File: config.mk
export PLATFORM = sky130hd
export DESIGN_NAME = lz4d_parser
export DESIGN_NICKNAME = d
export VERILOG_FILES = /design/src/rtl/lz4d_pkg.sv /design/src/rtl/lz4d_parser.sv
export SDC_FILE = /design/constraint.sdc
export NUM_CORES = 1
export LEC_CHECK = 0
export CORE_AREA = 3 3 235 237
export CTS_BUF_LIST = sky130_fd_sc_hd__clkbuf_16
export CTS_CLUSTER_SIZE = 28
export DETAILED_ROUTE_END_ITERATION = 12
export DIE_AREA = 0 0 238 240
export DONT_BUFFER_PORTS = 1
export PLACE_DENSITY = 0.68
export RECOVER_POWER = 100
export SLEW_MARGIN = 20
export SYNTH_ARGS = -nofsm -noshare
export SYNTH_HDL_FRONTEND = slang
export SYNTH_SLANG_ARGS = --single-unit
File: constraint.sdc
create_clock -name clk -period 8.8 [get_ports clk]
set_input_delay 0.44 -clock clk [delete_from_list [all_inputs] [get_ports clk]]
set_output_delay 0.44 -clock clk [all_outputs]
set_load 0.005 [all_outputs]
File: src/rtl/lz4d_pkg.sv
// shared types and constants of the lz4 block decompressor
`default_nettype none

package lz4d_pkg;

	// field and counter widths
	localparam int LEN_W   = 24;
	localparam int CNT_W   = 32;
	localparam int HIST_AW = 16;

	typedef logic [LEN_W-1:0]   len_t;
	typedef logic [CNT_W-1:0]   cnt_t;
	typedef logic [HIST_AW-1:0] haddr_t;

	// configuration register indexes
	localparam logic REG_BLOCK_LENGTH    = 1'b0;
	localparam logic REG_OUTPUT_CAPACITY = 1'b1;

	// request operation codes
	typedef enum logic [1:0] {
		OP_START = 2'd0,
		OP_PUSH  = 2'd1,
		OP_PULL  = 2'd2
	} lz4d_op_t;

	// result status codes
	typedef enum logic [1:0] {
		ST_DECODING = 2'd0,
		ST_DONE     = 2'd1,
		ST_ERROR    = 2'd2
	} lz4d_status_t;

	// parser phases
	typedef enum logic [3:0] {
		PH_IDLE     = 4'd0,
		PH_TOKEN    = 4'd1,
		PH_LITEXT   = 4'd2,
		PH_LITERAL  = 4'd3,
		PH_OFF0     = 4'd4,
		PH_OFF1     = 4'd5,
		PH_MATCHEXT = 4'd6,
		PH_MATCH    = 4'd7,
		PH_ZEROCAP  = 4'd8,
		PH_DONE     = 4'd9,
		PH_ERROR    = 4'd10
	} lz4d_phase_t;

	// per-request byte production info from the parser
	typedef struct packed {
		logic   taken;
		logic   emit;
		logic   is_pull;
		logic   [7:0] lit_byte;
		haddr_t rd_addr;
		haddr_t wr_addr;
	} lz4d_emit_t;

	// status fields shown with each result
	typedef struct packed {
		logic         match_pending;
		lz4d_status_t status;
		len_t         out_count;
		len_t         error_position;
	} lz4d_stat_t;

endpackage

`default_nettype wire

File: src/rtl/lz4d_parser.sv
// lz4 sequence parser: token, lengths, offsets and the safe-decoder checks
`default_nettype none

module lz4d_parser (
	input  wire logic                clk,
	input  wire logic                arst_n,
	input  wire logic                accept,
	input  wire logic [1:0]          op_code,
	input  wire logic [7:0]          data_byte,
	input  wire logic                cfg_we,
	input  wire logic                cfg_index,
	input  wire lz4d_pkg::len_t      cfg_data,
	output lz4d_pkg::lz4d_emit_t     emit,
	output lz4d_pkg::lz4d_stat_t     stat
);

	lz4d_pkg::lz4d_op_t    op;
	lz4d_pkg::lz4d_phase_t phase_q, phase_d;

	lz4d_pkg::len_t   blen_q, ocap_q, in_limit_q, out_limit_q;
	lz4d_pkg::len_t   consumed_q, produced_q, error_at_q;
	lz4d_pkg::cnt_t   lit_left_q, match_left_q;
	logic [3:0]       nibble_q;
	lz4d_pkg::haddr_t dist_q;

	lz4d_pkg::len_t   consumed_inc, rem_in, rem_in_inc, rem_out, fail_pos;
	logic [lz4d_pkg::CNT_W:0]   lit_sum, ml_sum;
	logic [lz4d_pkg::CNT_W+1:0] fm_sum;
	lz4d_pkg::cnt_t   ll_new, fm_base;
	lz4d_pkg::haddr_t dist_new;
	logic             lit_bad, fm_bad, dist_bad, al_done, al_short;
	logic             push_phase, taken, fail, finishing;

	assign op = lz4d_pkg::lz4d_op_t'(op_code);

	// shared arithmetic for the checks
	always_comb begin
		consumed_inc = consumed_q + lz4d_pkg::len_t'(1);
		rem_in       = in_limit_q - consumed_q;
		rem_in_inc   = in_limit_q - consumed_inc;
		rem_out      = out_limit_q - produced_q;
		lit_sum      = {1'b0, lit_left_q} + (lz4d_pkg::CNT_W+1)'(data_byte);
		ml_sum       = {1'b0, match_left_q} + (lz4d_pkg::CNT_W+1)'(data_byte);
		ll_new       = (phase_q == lz4d_pkg::PH_TOKEN) ?
			lz4d_pkg::cnt_t'(data_byte[7:4]) : lit_sum[lz4d_pkg::CNT_W-1:0];
		lit_bad      = (ll_new > lz4d_pkg::cnt_t'(rem_in_inc)) ||
			(ll_new > lz4d_pkg::cnt_t'(rem_out));
		al_done      = (consumed_inc == in_limit_q);
		al_short     = (rem_in_inc < lz4d_pkg::len_t'(8));
		fm_base      = (phase_q == lz4d_pkg::PH_OFF1) ?
			lz4d_pkg::cnt_t'(nibble_q) : ml_sum[lz4d_pkg::CNT_W-1:0];
		// match plus minimum length must leave the end-of-block margin
		fm_sum       = (lz4d_pkg::CNT_W+2)'(fm_base) + (lz4d_pkg::CNT_W+2)'(9);
		fm_bad       = fm_sum > (lz4d_pkg::CNT_W+2)'(rem_out);
		dist_new     = {data_byte, dist_q[7:0]};
		dist_bad     = (dist_new == '0) || (lz4d_pkg::len_t'(dist_new) > produced_q);
		push_phase   = phase_q inside {lz4d_pkg::PH_TOKEN, lz4d_pkg::PH_LITEXT,
			lz4d_pkg::PH_LITERAL, lz4d_pkg::PH_OFF0, lz4d_pkg::PH_OFF1,
			lz4d_pkg::PH_MATCHEXT, lz4d_pkg::PH_ZEROCAP};
		finishing    = ((phase_q == lz4d_pkg::PH_OFF1) && (nibble_q != 4'hF)) ||
			((phase_q == lz4d_pkg::PH_MATCHEXT) && (data_byte != 8'hFF));
	end

	// request taken or refused
	always_comb begin
		case (op)
			lz4d_pkg::OP_START: taken = 1'b1;
			lz4d_pkg::OP_PUSH:  taken = push_phase;
			lz4d_pkg::OP_PULL:  taken = (phase_q == lz4d_pkg::PH_MATCH);
			default:            taken = 1'b0;
		endcase
	end

	// next phase and failure detection
	always_comb begin
		phase_d  = phase_q;
		fail     = 1'b0;
		fail_pos = consumed_q;
		if (accept) begin
			case (op)
				lz4d_pkg::OP_START: begin
					fail_pos = '0;
					if (ocap_q == '0) begin
						if (blen_q == lz4d_pkg::len_t'(1)) phase_d = lz4d_pkg::PH_ZEROCAP;
						else fail = 1'b1;
					end else if (blen_q == '0) begin
						fail = 1'b1;
					end else begin
						phase_d = lz4d_pkg::PH_TOKEN;
					end
				end
				lz4d_pkg::OP_PUSH: begin
					case (phase_q)
						lz4d_pkg::PH_ZEROCAP: begin
							fail_pos = '0;
							if (data_byte == 8'd0) phase_d = lz4d_pkg::PH_DONE;
							else fail = 1'b1;
						end
						lz4d_pkg::PH_TOKEN: begin
							if (rem_in == '0) begin
								fail = 1'b1;
							end else if (data_byte[7:4] == 4'hF) begin
								phase_d = lz4d_pkg::PH_LITEXT;
							end else if (lit_bad) begin
								fail     = 1'b1;
								fail_pos = consumed_inc;
							end else if (ll_new == '0) begin
								fail_pos = consumed_inc;
								if (al_done) phase_d = lz4d_pkg::PH_DONE;
								else if (al_short) fail = 1'b1;
								else phase_d = lz4d_pkg::PH_OFF0;
							end else begin
								phase_d = lz4d_pkg::PH_LITERAL;
							end
						end
						lz4d_pkg::PH_LITEXT: begin
							if (rem_in == '0) begin
								fail = 1'b1;
							end else if (lit_sum[lz4d_pkg::CNT_W]) begin
								fail     = 1'b1;
								fail_pos = consumed_inc;
							end else if (data_byte != 8'hFF) begin
								fail_pos = consumed_inc;
								if (lit_bad) fail = 1'b1;
								else phase_d = lz4d_pkg::PH_LITERAL;
							end
						end
						lz4d_pkg::PH_LITERAL: begin
							fail_pos = consumed_inc;
							if (lit_left_q == lz4d_pkg::cnt_t'(1)) begin
								if (al_done) phase_d = lz4d_pkg::PH_DONE;
								else if (al_short) fail = 1'b1;
								else phase_d = lz4d_pkg::PH_OFF0;
							end
						end
						lz4d_pkg::PH_OFF0: phase_d = lz4d_pkg::PH_OFF1;
						lz4d_pkg::PH_OFF1: begin
							fail_pos = consumed_inc;
							if (dist_bad) fail = 1'b1;
							else if (nibble_q == 4'hF) phase_d = lz4d_pkg::PH_MATCHEXT;
							else if (fm_bad) fail = 1'b1;
							else phase_d = lz4d_pkg::PH_MATCH;
						end
						lz4d_pkg::PH_MATCHEXT: begin
							if (rem_in <= lz4d_pkg::len_t'(6)) begin
								fail = 1'b1;
							end else begin
								fail_pos = consumed_inc;
								if (ml_sum[lz4d_pkg::CNT_W]) fail = 1'b1;
								else if (data_byte != 8'hFF) begin
									if (fm_bad) fail = 1'b1;
									else phase_d = lz4d_pkg::PH_MATCH;
								end
							end
						end
						default: ;
					endcase
				end
				lz4d_pkg::OP_PULL: begin
					if ((phase_q == lz4d_pkg::PH_MATCH) &&
						(match_left_q == lz4d_pkg::cnt_t'(1))) begin
						phase_d = lz4d_pkg::PH_TOKEN;
					end
				end
				default: ;
			endcase
		end
		if (fail) phase_d = lz4d_pkg::PH_ERROR;
	end

	// configuration registers
	always_ff @(posedge clk or negedge arst_n) begin
		if (!arst_n) begin
			blen_q <= '0;
			ocap_q <= '0;
		end else if (cfg_we) begin
			if (cfg_index == lz4d_pkg::REG_BLOCK_LENGTH) blen_q <= cfg_data;
			if (cfg_index == lz4d_pkg::REG_OUTPUT_CAPACITY) ocap_q <= cfg_data;
		end
	end

	// block state update
	always_ff @(posedge clk or negedge arst_n) begin
		if (!arst_n) begin
			phase_q      <= lz4d_pkg::PH_IDLE;
			in_limit_q   <= '0;
			out_limit_q  <= '0;
			consumed_q   <= '0;
			produced_q   <= '0;
			error_at_q   <= '0;
			lit_left_q   <= '0;
			match_left_q <= '0;
			nibble_q     <= '0;
			dist_q       <= '0;
		end else if (accept && taken) begin
			phase_q <= phase_d;
			if (fail) error_at_q <= fail_pos;
			case (op)
				lz4d_pkg::OP_START: begin
					in_limit_q   <= blen_q;
					out_limit_q  <= ocap_q;
					consumed_q   <= '0;
					produced_q   <= '0;
					lit_left_q   <= '0;
					match_left_q <= '0;
					nibble_q     <= '0;
					dist_q       <= '0;
					if (!fail) error_at_q <= '0;
				end
				lz4d_pkg::OP_PUSH: begin
					consumed_q <= consumed_inc;
					case (phase_q)
						lz4d_pkg::PH_TOKEN: begin
							lit_left_q <= ll_new;
							nibble_q   <= data_byte[3:0];
						end
						lz4d_pkg::PH_LITEXT: lit_left_q <= ll_new;
						lz4d_pkg::PH_LITERAL: begin
							produced_q <= produced_q + lz4d_pkg::len_t'(1);
							lit_left_q <= lit_left_q - lz4d_pkg::cnt_t'(1);
						end
						lz4d_pkg::PH_OFF0: dist_q <= lz4d_pkg::haddr_t'(data_byte);
						lz4d_pkg::PH_OFF1, lz4d_pkg::PH_MATCHEXT: begin
							if (phase_q == lz4d_pkg::PH_OFF1) dist_q <= dist_new;
							match_left_q <= finishing ? fm_base + lz4d_pkg::cnt_t'(4) : fm_base;
						end
						default: ;
					endcase
				end
				lz4d_pkg::OP_PULL: begin
					produced_q   <= produced_q + lz4d_pkg::len_t'(1);
					match_left_q <= match_left_q - lz4d_pkg::cnt_t'(1);
				end
				default: ;
			endcase
		end
	end

	// byte production info and status fields
	always_comb begin
		emit.taken    = taken;
		emit.is_pull  = (op == lz4d_pkg::OP_PULL);
		emit.emit     = taken && (emit.is_pull ||
			((op == lz4d_pkg::OP_PUSH) && (phase_q == lz4d_pkg::PH_LITERAL)));
		emit.lit_byte = data_byte;
		emit.wr_addr  = produced_q[lz4d_pkg::HIST_AW-1:0];
		emit.rd_addr  = produced_q[lz4d_pkg::HIST_AW-1:0] - dist_q;

		stat.match_pending  = (phase_q == lz4d_pkg::PH_MATCH);
		stat.out_count      = produced_q;
		stat.error_position = (phase_q == lz4d_pkg::PH_ERROR) ? error_at_q : '0;
		case (phase_q)
			lz4d_pkg::PH_DONE:  stat.status = lz4d_pkg::ST_DONE;
			lz4d_pkg::PH_ERROR: stat.status = lz4d_pkg::ST_ERROR;
			default:            stat.status = lz4d_pkg::ST_DECODING;
		endcase
	end

endmodule

`default_nettype wire

Word level (Yosys, flattened, before mapping)
Index checks and enable logic that the tools add are counted.
Widths: inputs -> output; s select.
Word-level totals
  flip-flop bits (word level): 256
  input bits: 39
  output and inout port bits: 94
  logic and storage cells: 194
Operators by class
  $add $sub $neg: 12
  $lt $le $gt $ge: 6
  eq/ne operators: 44
  muxes and demuxes: 82
  bitwise gates (word level): 1
  reduce and logical (&&, ||, !) cells: 36
Operators by type and width (count)
  $mux 24: 14
  $mux 32: 4
  $pmux 32 s2: 2
  $pmux 24 s5: 1
  $mux 4: 25
  $pmux 24 s2: 2
  $pmux 32 s3: 1
  $logic_not 24->1: 3
  $pmux 24 s3: 1
  $sub 24x24->24: 3
  $add 32x8->33: 2
  $eq 32x1->1 const B: 2
  $gt 32x24->1: 2
  $pmux 16 s2: 2
  $sub 32x1->32 const B: 2
  $ne 4x4->1 const B: 14
  $add 24x1->24 const B: 2
  $add 32x4->33 const B: 1
  $gt 33x24->1: 1
  $add 32x3->32 const B: 1
  $logic_not 32->1: 1
  $pmux 4 s7: 1
  $eq 24x1->1 const B: 1
  $eq 24x24->1: 1
  41 further kinds: 92

Longest topological paths before layout
Gate-level depths: netlist of run 1.
  word-level depth: 15
  depth in mapped cells: 32
  depth with buffers taken out: 31

Worst setup path after synthesis of run 1
OpenSTA, ideal clock, no wires.
  path kind: flip-flop to flip-flop
  from: register consumed_q[0]
  to: register error_at_q[0]
  setup time: 0.121 ns
  arrival time: 6.386 ns
  required time: 8.679 ns
  setup slack: 2.293 ns
  cell stages (with the launch flop): 31
  buffers on the path: 0
  clock period less this slack: 6.507 ns
  cells stage by stage: dfrtp_1 -> ha_1 -> and3_1 -> nand3_1 -> nor2_1 -> nand3_1 -> nor4_1 -> nor2b_1 -> nand3_1 -> xnor2_1 -> ha_1 -> nand2_1 -> o21ai_0 -> or2_2 -> o22a_1 -> o31a_1 -> xnor2_1 -> ha_1 -> nand4_1 -> nor2_1 -> nand2_1 -> o32ai_1 -> o22a_1 -> o211ai_1 -> a311o_1 -> o41a_1 -> a22oi_2 -> o2111a_1 -> nand2_1 -> a311o_1 -> a22o_1
Between the ends
  longest elaborated chain between the ends: 15
  elaborated cells on any way between the ends: 38
  those cells by class: add/sub (3); order compare (3); eq/ne (1); mux (29); reduce/logical (2)
RTL lines
  start, declared: RTL line lz4d_parser.sv:21  | lz4d_pkg::len_t consumed_q, produced_q, error_at_q;
  start signal, assigned: RTL line lz4d_parser.sv:211  | consumed_q <= consumed_inc;
  $add 24x1->24: RTL line lz4d_parser.sv:38  | consumed_inc = consumed_q + lz4d_pkg::len_t'(1);
  $sub 24x24->24: RTL line lz4d_parser.sv:40  | rem_in_inc = in_limit_q - consumed_inc;
  $lt 24x4->1: RTL line lz4d_parser.sv:49  | al_short = (rem_in_inc < lz4d_pkg::len_t'(8));
  $mux 1: RTL line lz4d_parser.sv:110, lz4d_parser.sv:132
  $mux 1: RTL line lz4d_parser.sv:131  | if (al_done) phase_d = lz4d_pkg::PH_DONE;
  $mux 1: RTL line lz4d_parser.sv:107  | end else if (ll_new == '0) begin
  $mux 1: RTL line lz4d_parser.sv:104  | end else if (lit_bad) begin
  $mux 1: RTL line lz4d_parser.sv:102  | end else if (data_byte[7:4] == 4'hF) begin
  $mux 1: RTL line lz4d_parser.sv:100  | if (rem_in == '0) begin
  $pmux 1 s6: RTL line lz4d_parser.sv:93  | case (phase_q)
  $pmux 1 s2: RTL line lz4d_parser.sv:80  | case (op)
  $mux 1: RTL line lz4d_parser.sv:79  | if (accept) begin
  $mux 24: RTL line lz4d_parser.sv:197  | if (fail) error_at_q <= fail_pos;
  $mux 24: RTL line lz4d_parser.sv:208  | if (!fail) error_at_q <= '0;
  $mux 24 *: RTL line lz4d_parser.sv:198  | case (op)
  end signal, assigned: RTL line lz4d_parser.sv:197
  end, declared: RTL line lz4d_parser.sv:21
Mark *: on every way between the ends. The rest lies on a longest branch, timed or not.
A chain may end at the register's enable or synchronous reset.

Final worst setup path of run 1
  from: register match_left_q[0]
  to: register phase_q[1]
Between the ends
  longest elaborated chain between the ends: 13
  elaborated cells on any way between the ends: 44
  those cells by class: add/sub (2); order compare (1); eq/ne (17); mux (20); reduce/logical (4)
RTL lines
  start, declared: RTL line lz4d_parser.sv:22  | lz4d_pkg::cnt_t lit_left_q, match_left_q;
  start signal, assigned: RTL line lz4d_parser.sv:225  | match_left_q <= finishing ? fm_base + lz4d_pkg::cnt_t'(4) : fm_base;
  start signal, assigned: RTL line lz4d_parser.sv:232  | match_left_q <= match_left_q - lz4d_pkg::cnt_t'(1);
  $add 32x8->33: RTL line lz4d_parser.sv:43  | ml_sum = {1'b0, match_left_q} + (lz4d_pkg::CNT_W+1)'(data_byte);
  $mux 32: RTL line lz4d_parser.sv:50  | fm_base = (phase_q == lz4d_pkg::PH_OFF1) ?
  $add 32x4->33: RTL line lz4d_parser.sv:53  | fm_sum = (lz4d_pkg::CNT_W+2)'(fm_base) + (lz4d_pkg::CNT_W+2)'(9);
  $gt 33x24->1: RTL line lz4d_parser.sv:54  | fm_bad = fm_sum > (lz4d_pkg::CNT_W+2)'(rem_out);
  $mux 1: RTL line lz4d_parser.sv:141, lz4d_parser.sv:151
  $mux 1: RTL line lz4d_parser.sv:150  | else if (data_byte != 8'hFF) begin
  $mux 1: RTL line lz4d_parser.sv:149  | if (ml_sum[lz4d_pkg::CNT_W]) fail = 1'b1;
  $mux 1: RTL line lz4d_parser.sv:145  | if (rem_in <= lz4d_pkg::len_t'(6)) begin
  $pmux 1 s6: RTL line lz4d_parser.sv:93
  $pmux 1 s2: RTL line lz4d_parser.sv:80
  $mux 1: RTL line lz4d_parser.sv:79
  $ne 9x8->1 (no line) (tied with other cells)
  $reduce_and 19->1 (no line)
  end signal, assigned: RTL line lz4d_parser.sv:185  | phase_q <= lz4d_pkg::PH_IDLE;
  end signal, assigned: RTL line lz4d_parser.sv:196  | phase_q <= phase_d;
  end, declared: RTL line lz4d_parser.sv:18  | lz4d_pkg::lz4d_phase_t phase_q, phase_d;
Several ways; a longest one is shown, not always the timed one. The select of a mux whose other input is x is not followed.

==> impl_metrics.env, run 1 <==
export IMPL_area_growth_syn_to_layout_pct=5.977
export IMPL_cellLeakagePower_uw=0.01060
export IMPL_postSynth_topFlopCell="sky130_fd_sc_hd__dfrtp_1"
export IMPL_timing_clock_skew_ns=0.02845
export IMPL_timing_slew_headroom_pct=-323.1
export IMPL_drive_above_1_share_pct=7.288
export IMPL_final_cell_count_no_fill=3647
export IMPL_path_clk_slew_ns=0.06
export IMPL_antenna_found_initial=0
export IMPL_worstPathRequired_ns=9.25
export IMPL_totalPowerFinal_uw=10780
export IMPL_timing_final_crit_share_pct=93.30
export IMPL_yosys_register_bits=256
export IMPL_yosysTopAreaCellShare_pct=26.22
export IMPL_finalWirelength_mm=85.42
export IMPL_worst_setup_path_start_kind="flip-flop"
export IMPL_io_buffer_count=0
export IMPL_drt_antenna_violating_nets=0
export IMPL_finalCriticalPeriod_ns=8.211
export IMPL_fp_coreArea_um2=53500
export IMPL_ports=133
export IMPL_most_common_layout_cells="sky130_fd_sc_hd__dfrtp_1, sky130_fd_sc_hd__nand2_1, sky130_fd_sc_hd__nor2_1"
export IMPL_worstSkewPairLatency_ns=0.58
export IMPL_cts_htree_levels=2
export IMPL_netlist_top_cells_area="sky130_fd_sc_hd__dfrtp_1, sky130_fd_sc_hd__ha_1, sky130_fd_sc_hd__mux2_2, sky130_fd_sc_hd__o21ai_0, sky130_fd_sc_hd__xnor2_1"
export IMPL_post_synth_instance_area_um2=24430
export IMPL_die_area_um2=57120
export IMPL_cp_end_kind="flip-flop"
export IMPL_mostFrequentLayoutCell="sky130_fd_sc_hd__dfrtp_1"
export IMPL_clockBufferDepth=3
export IMPL_violations="capacitance limit, slew limit"
export IMPL_worstPathArrival_ns=8.66
export IMPL_peakVddDrop_mv=0.2333
export IMPL_post_synth_cell_area_avg_um2=8.041
export IMPL_die_x_um=238
export IMPL_setup_tns_final_ns=0
export IMPL_grt_pass1_vias=22923
export IMPL_yosysWarnings=0
export IMPL_tritoncts_num_sinks=256
export IMPL_holdCritPathClass="in2reg"
export IMPL_maxCapViolations=6
export IMPL_detailedRoute_firstIterationViolations=2647
export IMPL_nNetsFinal=3173
export IMPL_ys_async_sr_fraction_pct=100.0
export IMPL_grt_pass1_wl_mm=131.9
export IMPL_count_of_tritonroute_iterations_in_the_first_routing_pass=8
export IMPL_row_count=85
export IMPL_floorplan_die_height_um=240
export IMPL_place_detailed_hpwl_mm=63.92
export IMPL_finalHoldViolCount=0
export IMPL_grt_overflow_total=0
export IMPL_drt_drc=0
export IMPL_number_of_buffers_inserted_during_clock_tree_synthesis=34
export IMPL_grt_start_max_net_pins=257
export IMPL_fmax_mhz=121.8
export IMPL_drv_slew=279
export IMPL_route_detailed_vias_per_inst=6.595
export IMPL_category_of_the_most_critical_setup_path="reg2reg"
export IMPL_grt_setup_unrepaired="false"
export IMPL_tightest_slew_ns=6.347
export IMPL_n_fill_cell=5164
export IMPL_dp_cells=3576
export IMPL_place_gp_congestion=0.9671
export IMPL_groute_usage_overall_pct=29.05
export IMPL_p_per_area_nw_per_um2=416.3
export IMPL_synth_nets=3284
export IMPL_yosys_cell_types_count=93
export IMPL_routedWlPerCell_um=23.42
export IMPL_cts_tree="done"
export IMPL_setup_violations_final=0
export IMPL_outcome="finished with violations"
export IMPL_cts_root_buf="sky130_fd_sc_hd__clkbuf_16"
export IMPL_post_synth_inst_count=3038
export IMPL_worst_path_max_fanout=10
export IMPL_floorplan_initialDensity_pct=45.67
export IMPL_synth_seq_area_share_pct=26.22
export IMPL_synth_top_area_cell="sky130_fd_sc_hd__dfrtp_1"
export IMPL_final_hold_slack_ns=0.02352
export IMPL_num_vias=24052
export IMPL_synth_edff_count=0
-- kinds of logic after synthesis --
group	after synthesis	synth area share, %
and+or+nand+nor	1114	23.15
AOI/OAI and AO/OA	843	22.75
buffers and inverters	325	5.424
DFF	256	26.22
adders and majority gates	207	10.79
xor gates and xnor gates	171	6.131
muxes	122	5.531
-- final timing paths --
path	from	end	cells after the start	slack, ns
max	match_left_q[0]	phase_q[1]	20	0.59
min	cfg_data[15]	ocap_q[15]	1	0.02
max reg2reg	match_left_q[0]	phase_q[1]	20	0.59
min reg2reg	dist_q[8]	dist_q[8]	2	0.49
max in group asynchronous	arst_n	match_left_q[16]	2	2.36
min in group asynchronous	arst_n	match_left_q[8]	2	2.92
-- registers in the layout (all words and copies together), names as in the netlist --
register	count
blen_q	24
lit_left_q	32
match_left_q	32
phase_q	4
out_limit_q	24
nibble_q	4
ocap_q	24
consumed_q	24
in_limit_q	24
produced_q	24
dist_q	16
error_at_q	24
-- routing by layer --
layer  global-route usage, %  part of all wire [%]  up-vias
met2                   46.11                    45     1096
met5                       0                     0        -
met1                   37.46                    41    11696
li1                        -                     -    11020
met4                   15.25                   5.5        0
met3                   6.022                   8.3      240
-- synth_stat cells (all sizes together) (104+ instances only) --
master / number
a21oi: 168
nand3: 114
xnor2: 115
nor2: 254
inv: 145
dfrtp: 256
o21ai: 225
nand2: 253
mux2: 104
nor3: 104
clkbuf: 137
ha: 201
-- critical path, stage by stage (launching register included) --
cell and delay [ns]:
sky130_fd_sc_hd__dfrtp_1 0.45, sky130_fd_sc_hd__ha_1 0.25, sky130_fd_sc_hd__fa_1 0.43, sky130_fd_sc_hd__a211o_1 0.33, sky130_fd_sc_hd__a221oi_1 1.21, sky130_fd_sc_hd__a21o_1 0.39
sky130_fd_sc_hd__mux2i_1 0.48, sky130_fd_sc_hd__o2111ai_2 0.30, sky130_fd_sc_hd__or4_1 0.64, sky130_fd_sc_hd__nor2_1 0.31, sky130_fd_sc_hd__nand3_1 0.15, sky130_fd_sc_hd__xnor2_1 0.20
sky130_fd_sc_hd__ha_1 0.34, sky130_fd_sc_hd__nand4_1 0.12, sky130_fd_sc_hd__or4_1 0.54, sky130_fd_sc_hd__nor3_1 0.28, sky130_fd_sc_hd__o221ai_1 0.21, sky130_fd_sc_hd__nor4b_4 0.52
sky130_fd_sc_hd__o22ai_1 0.21, sky130_fd_sc_hd__o31a_1 0.38, sky130_fd_sc_hd__mux2_1 0.33
-- timing repair --
item | in CTS | in global routing
gates resized for setup | 0 | 1
hold buffers | 9 | 1
setup buffers | 0 | 0
endpoints found under the setup margin | 0 | 1
hold endpoints to repair | 264 | 104
-- power by group --
group	leakage [uW]	internal, uW	switching (uW)
clock network	0.000550	799	599
registers	0.00333	1470	527
logic	0.00672	2760	4620
total	0.0106	5030	5750
-- final cells by class --
type                            instances  area (um^2)  share of cell area [%]
Multi-Input combinational cell       2457        16720                   64.58
Sequential cell                       256         6406                   24.74
Tap cell                              696        870.8                   3.364
Clock buffer                           34        850.8                   3.286
Inverter                              145        544.3                   2.102
Timing Repair Buffer                   33        264.0                   1.020
Clock inverter                         25        232.7                  0.8989
Antenna cell                            1        2.502                0.009666
-- stage by stage --
step	worst slack [ns]	cell area, um^2	util, %
finish	0.5895	25890	48.40
global route	0.1378	25890	48.39
CTS	0.7171	25910	48.44
detailed placement	0.7685	24720	46.22
global placement	0.9800	24720	46.22
floorplan	2.293	24430	-
Note: power is estimated with default switching activity, not from simulation.
==> inputs of run 2 (changes only) <==
- BUFFER_PORTS_ARGS: default -> -buffer_cell sky130_fd_sc_hd__clkbuf_2
- DONT_BUFFER_PORTS: 1 -> default
- PLACE_DENSITY: 0.68 -> 0.7
==> run 2 against run 1 <==
Effect of this change: the run still ends with capacitance limit, slew limit left; design area increased by 1.8%; combinational power about the same; routed wire length decreased by 4.5%; via count increased by 0.20%.
==> impl_metrics.env, run 2 (synthesis results as in run 1) <==
export IMPL_global_route_hottest_layer="met2"
export IMPL_count_of_tritonroute_iterations_in_the_first_routing_pass=8
export IMPL_timing_final_crit_share_pct=94.95
export IMPL_most_common_layout_cells="sky130_fd_sc_hd__dfrtp_1, sky130_fd_sc_hd__nand2_1, sky130_fd_sc_hd__nor2_1"
export IMPL_timing_clock_skew_ns=0.01944
export IMPL_grt_setup_unrepaired="false"
export IMPL_timing_slew_headroom_pct=-191.8
export IMPL_cts_root_buf="sky130_fd_sc_hd__clkbuf_16"
export IMPL_pre_cts_ws_ns=0.8375
export IMPL_outcome="finished with violations"
export IMPL_worst_path_max_fanout=10
export IMPL_dp_cells=3717
export IMPL_route_detailed_vias_per_inst=6.384
export IMPL_tightest_slew_ns=4.378
export IMPL_crit_chain="ha_1 -> fa_1 -> a211o_1 -> a221oi_1 -> a21o_1 -> mux2i_1 -> o2111ai_1 -> or4_1 -> nor2_1 -> nand3_1 -> xnor2_1 -> ha_1 -> nand4_1 -> or4_1 -> nor3_1 -> o221ai_1 -> nor4b_4 -> o22ai_1 -> o31a_1 -> mux2_1"
export IMPL_finalWirelength_mm=81.61
export IMPL_mostFrequentLayoutCell="sky130_fd_sc_hd__dfrtp_1"
export IMPL_worstPathRequired_ns=9.30
export IMPL_routedWlPerCell_um=21.62
export IMPL_grt_met3_usage_pct=4.829
export IMPL_register_area_um2=6406
export IMPL_grt_overflow_total=0
export IMPL_setup_violations_final=0
export IMPL_die_x_um=238
export IMPL_category_of_the_most_critical_setup_path="reg2reg"
export IMPL_floorplan_initialDensity_pct=45.67
export IMPL_drv_slew=388
export IMPL_critPathMaxStageDelay_ns=1.28
export IMPL_place_gp_congestion=0.9740
export IMPL_worstPathArrival_ns=8.85
export IMPL_r2r_slack_ns=0.44
export IMPL_number_of_buffers_inserted_during_clock_tree_synthesis=31
export IMPL_n_antenna_cell=0
export IMPL_finalHoldViolCount=0
export IMPL_clockBufferDepth=3
export IMPL_cts_tree="done"
export IMPL_area_growth_syn_to_layout_pct=7.887
export IMPL_finalCriticalPeriod_ns=8.356
export IMPL_worstSkewPairLatency_ns=0.62
export IMPL_maxCapViolations=8
export IMPL_fp_coreArea_um2=53500
export IMPL_violations="capacitance limit, slew limit"
export IMPL_tritoncts_num_sinks=256
export IMPL_setup_tns_final_ns=0
export IMPL_largest_registers="lit_left_q: 32 flops, match_left_q: 32 flops"
export IMPL_cellLeakagePower_uw=0.01098
export IMPL_holdCritPathClass="in2reg"
export IMPL_grt_pass1_vias=22227
export IMPL_cp_end_kind="flip-flop"
export IMPL_detailedRoute_firstIterationViolations=2684
export IMPL_cts_htree_levels=1
export IMPL_drt_antenna_violating_nets=0
export IMPL_peakVddDrop_mv=0.2842
export IMPL_row_count=85
export IMPL_ports=133
export IMPL_floorplan_die_height_um=240
export IMPL_final_critical_path_setup_slack_ns=0.4444
export IMPL_grt_start_max_net_pins=75
export IMPL_groute_usage_overall_pct=27.83
export IMPL_cts_post_setup_buffers_inserted=0
export IMPL_worst_path_buf_inv=0
export IMPL_p_per_area_nw_per_um2=404.5
export IMPL_nNetsFinal=3301
export IMPL_crit_family="compound AO/OA/AOI/OAI gates"
export IMPL_die_area_um2=57120
export IMPL_path_clk_slew_ns=0.06
export IMPL_n_fill_cell=5227
export IMPL_globalRouteMet1Util_pct=38.06
export IMPL_io_buffer_count=132
export IMPL_worst_setup_path_start_kind="flip-flop"
export IMPL_place_detailed_hpwl_mm=61.68
export IMPL_fmax_mhz=119.7
export IMPL_num_vias=24101
export IMPL_worst_path_max_delay_cell="sky130_fd_sc_hd__a221oi_1"
export IMPL_final_cell_count_no_fill=3775
export IMPL_antenna_found_initial=2
export IMPL_multi_input_area_um2=16700
export IMPL_drt_drc=0
export IMPL_grt_pass1_wl_mm=128.0
export IMPL_globalRouteMet2Util_pct=44.15
export IMPL_totalPowerFinal_uw=10660
export IMPL_drive_above_1_share_pct=9.938
## run 2: cell count changes in the layout (fill, tap and decap cells not counted), sizes merged
cell,delta
buf,+2
bufinv,+1
dlygate4sd3,-8
diode,-1
clkinv,+4
inv,-4
clkbuf,+134
## run 2: path summary, 6_finish.rpt
| check | from | endpoint | cells past startpoint |
|---|---|---|---|
| min | cfg_data[6] | blen_q[6] | 2 |
| min in group asynchronous | arst_n | match_left_q[16] | 2 |
| max in group asynchronous | arst_n | in_limit_q[13] | 4 |
| max reg2reg | match_left_q[0] | phase_q[1] | 20 |
| min reg2reg | dist_q[10] | dist_q[10] | 2 |
| max | match_left_q[0] | phase_q[1] | 20 |
## run 2: where the power goes
part / total (uW) / switching [uW] / leakage (uW) / internal, uW
Clock: 1320 / 562 / 0.000508 / 760
Sequential: 1990 / 517 / 0.00333 / 1470
Combinational: 7350 / 4540 / 0.00715 / 2810
Total: 10700 / 5620 / 0.0110 / 5040
## run 2: what timing repair did
item	CTS	global route
hold endpoints to repair	72	0
hold buffers	1	0
resized for setup	0	0
## run 2: layer usage
metal	wire [um]	up-vias	share of wire [%]
met1	35300	11553	43
li1	-	11280	-
met2	36130	1065	44
met3	6886	199	8.4
met4	3273	4	4.0
met5	24	-	0.029
## run 2: stage by stage
stage	area, um^2	utilization [%]	hold slack, ns
6_report	26360	49.27	0.09494
2_1_floorplan	24430	-	0.1444
5_1_grt	26360	49.27	0.08974
3_3_place_gp	25460	47.60	0.4628
3_5_place_dp	25460	47.60	0.4639
4_1_cts	26500	49.53	0.08103
## run 2: layout make-up
cell class	instances	area share, %
Multi-Input combinational cell	2457	63.38
Sequential cell	256	24.31
Tap cell	696	3.304
Timing Repair Buffer	164	3.052
Clock buffer	31	2.943
Inverter	145	2.065
Clock inverter	26	0.9494
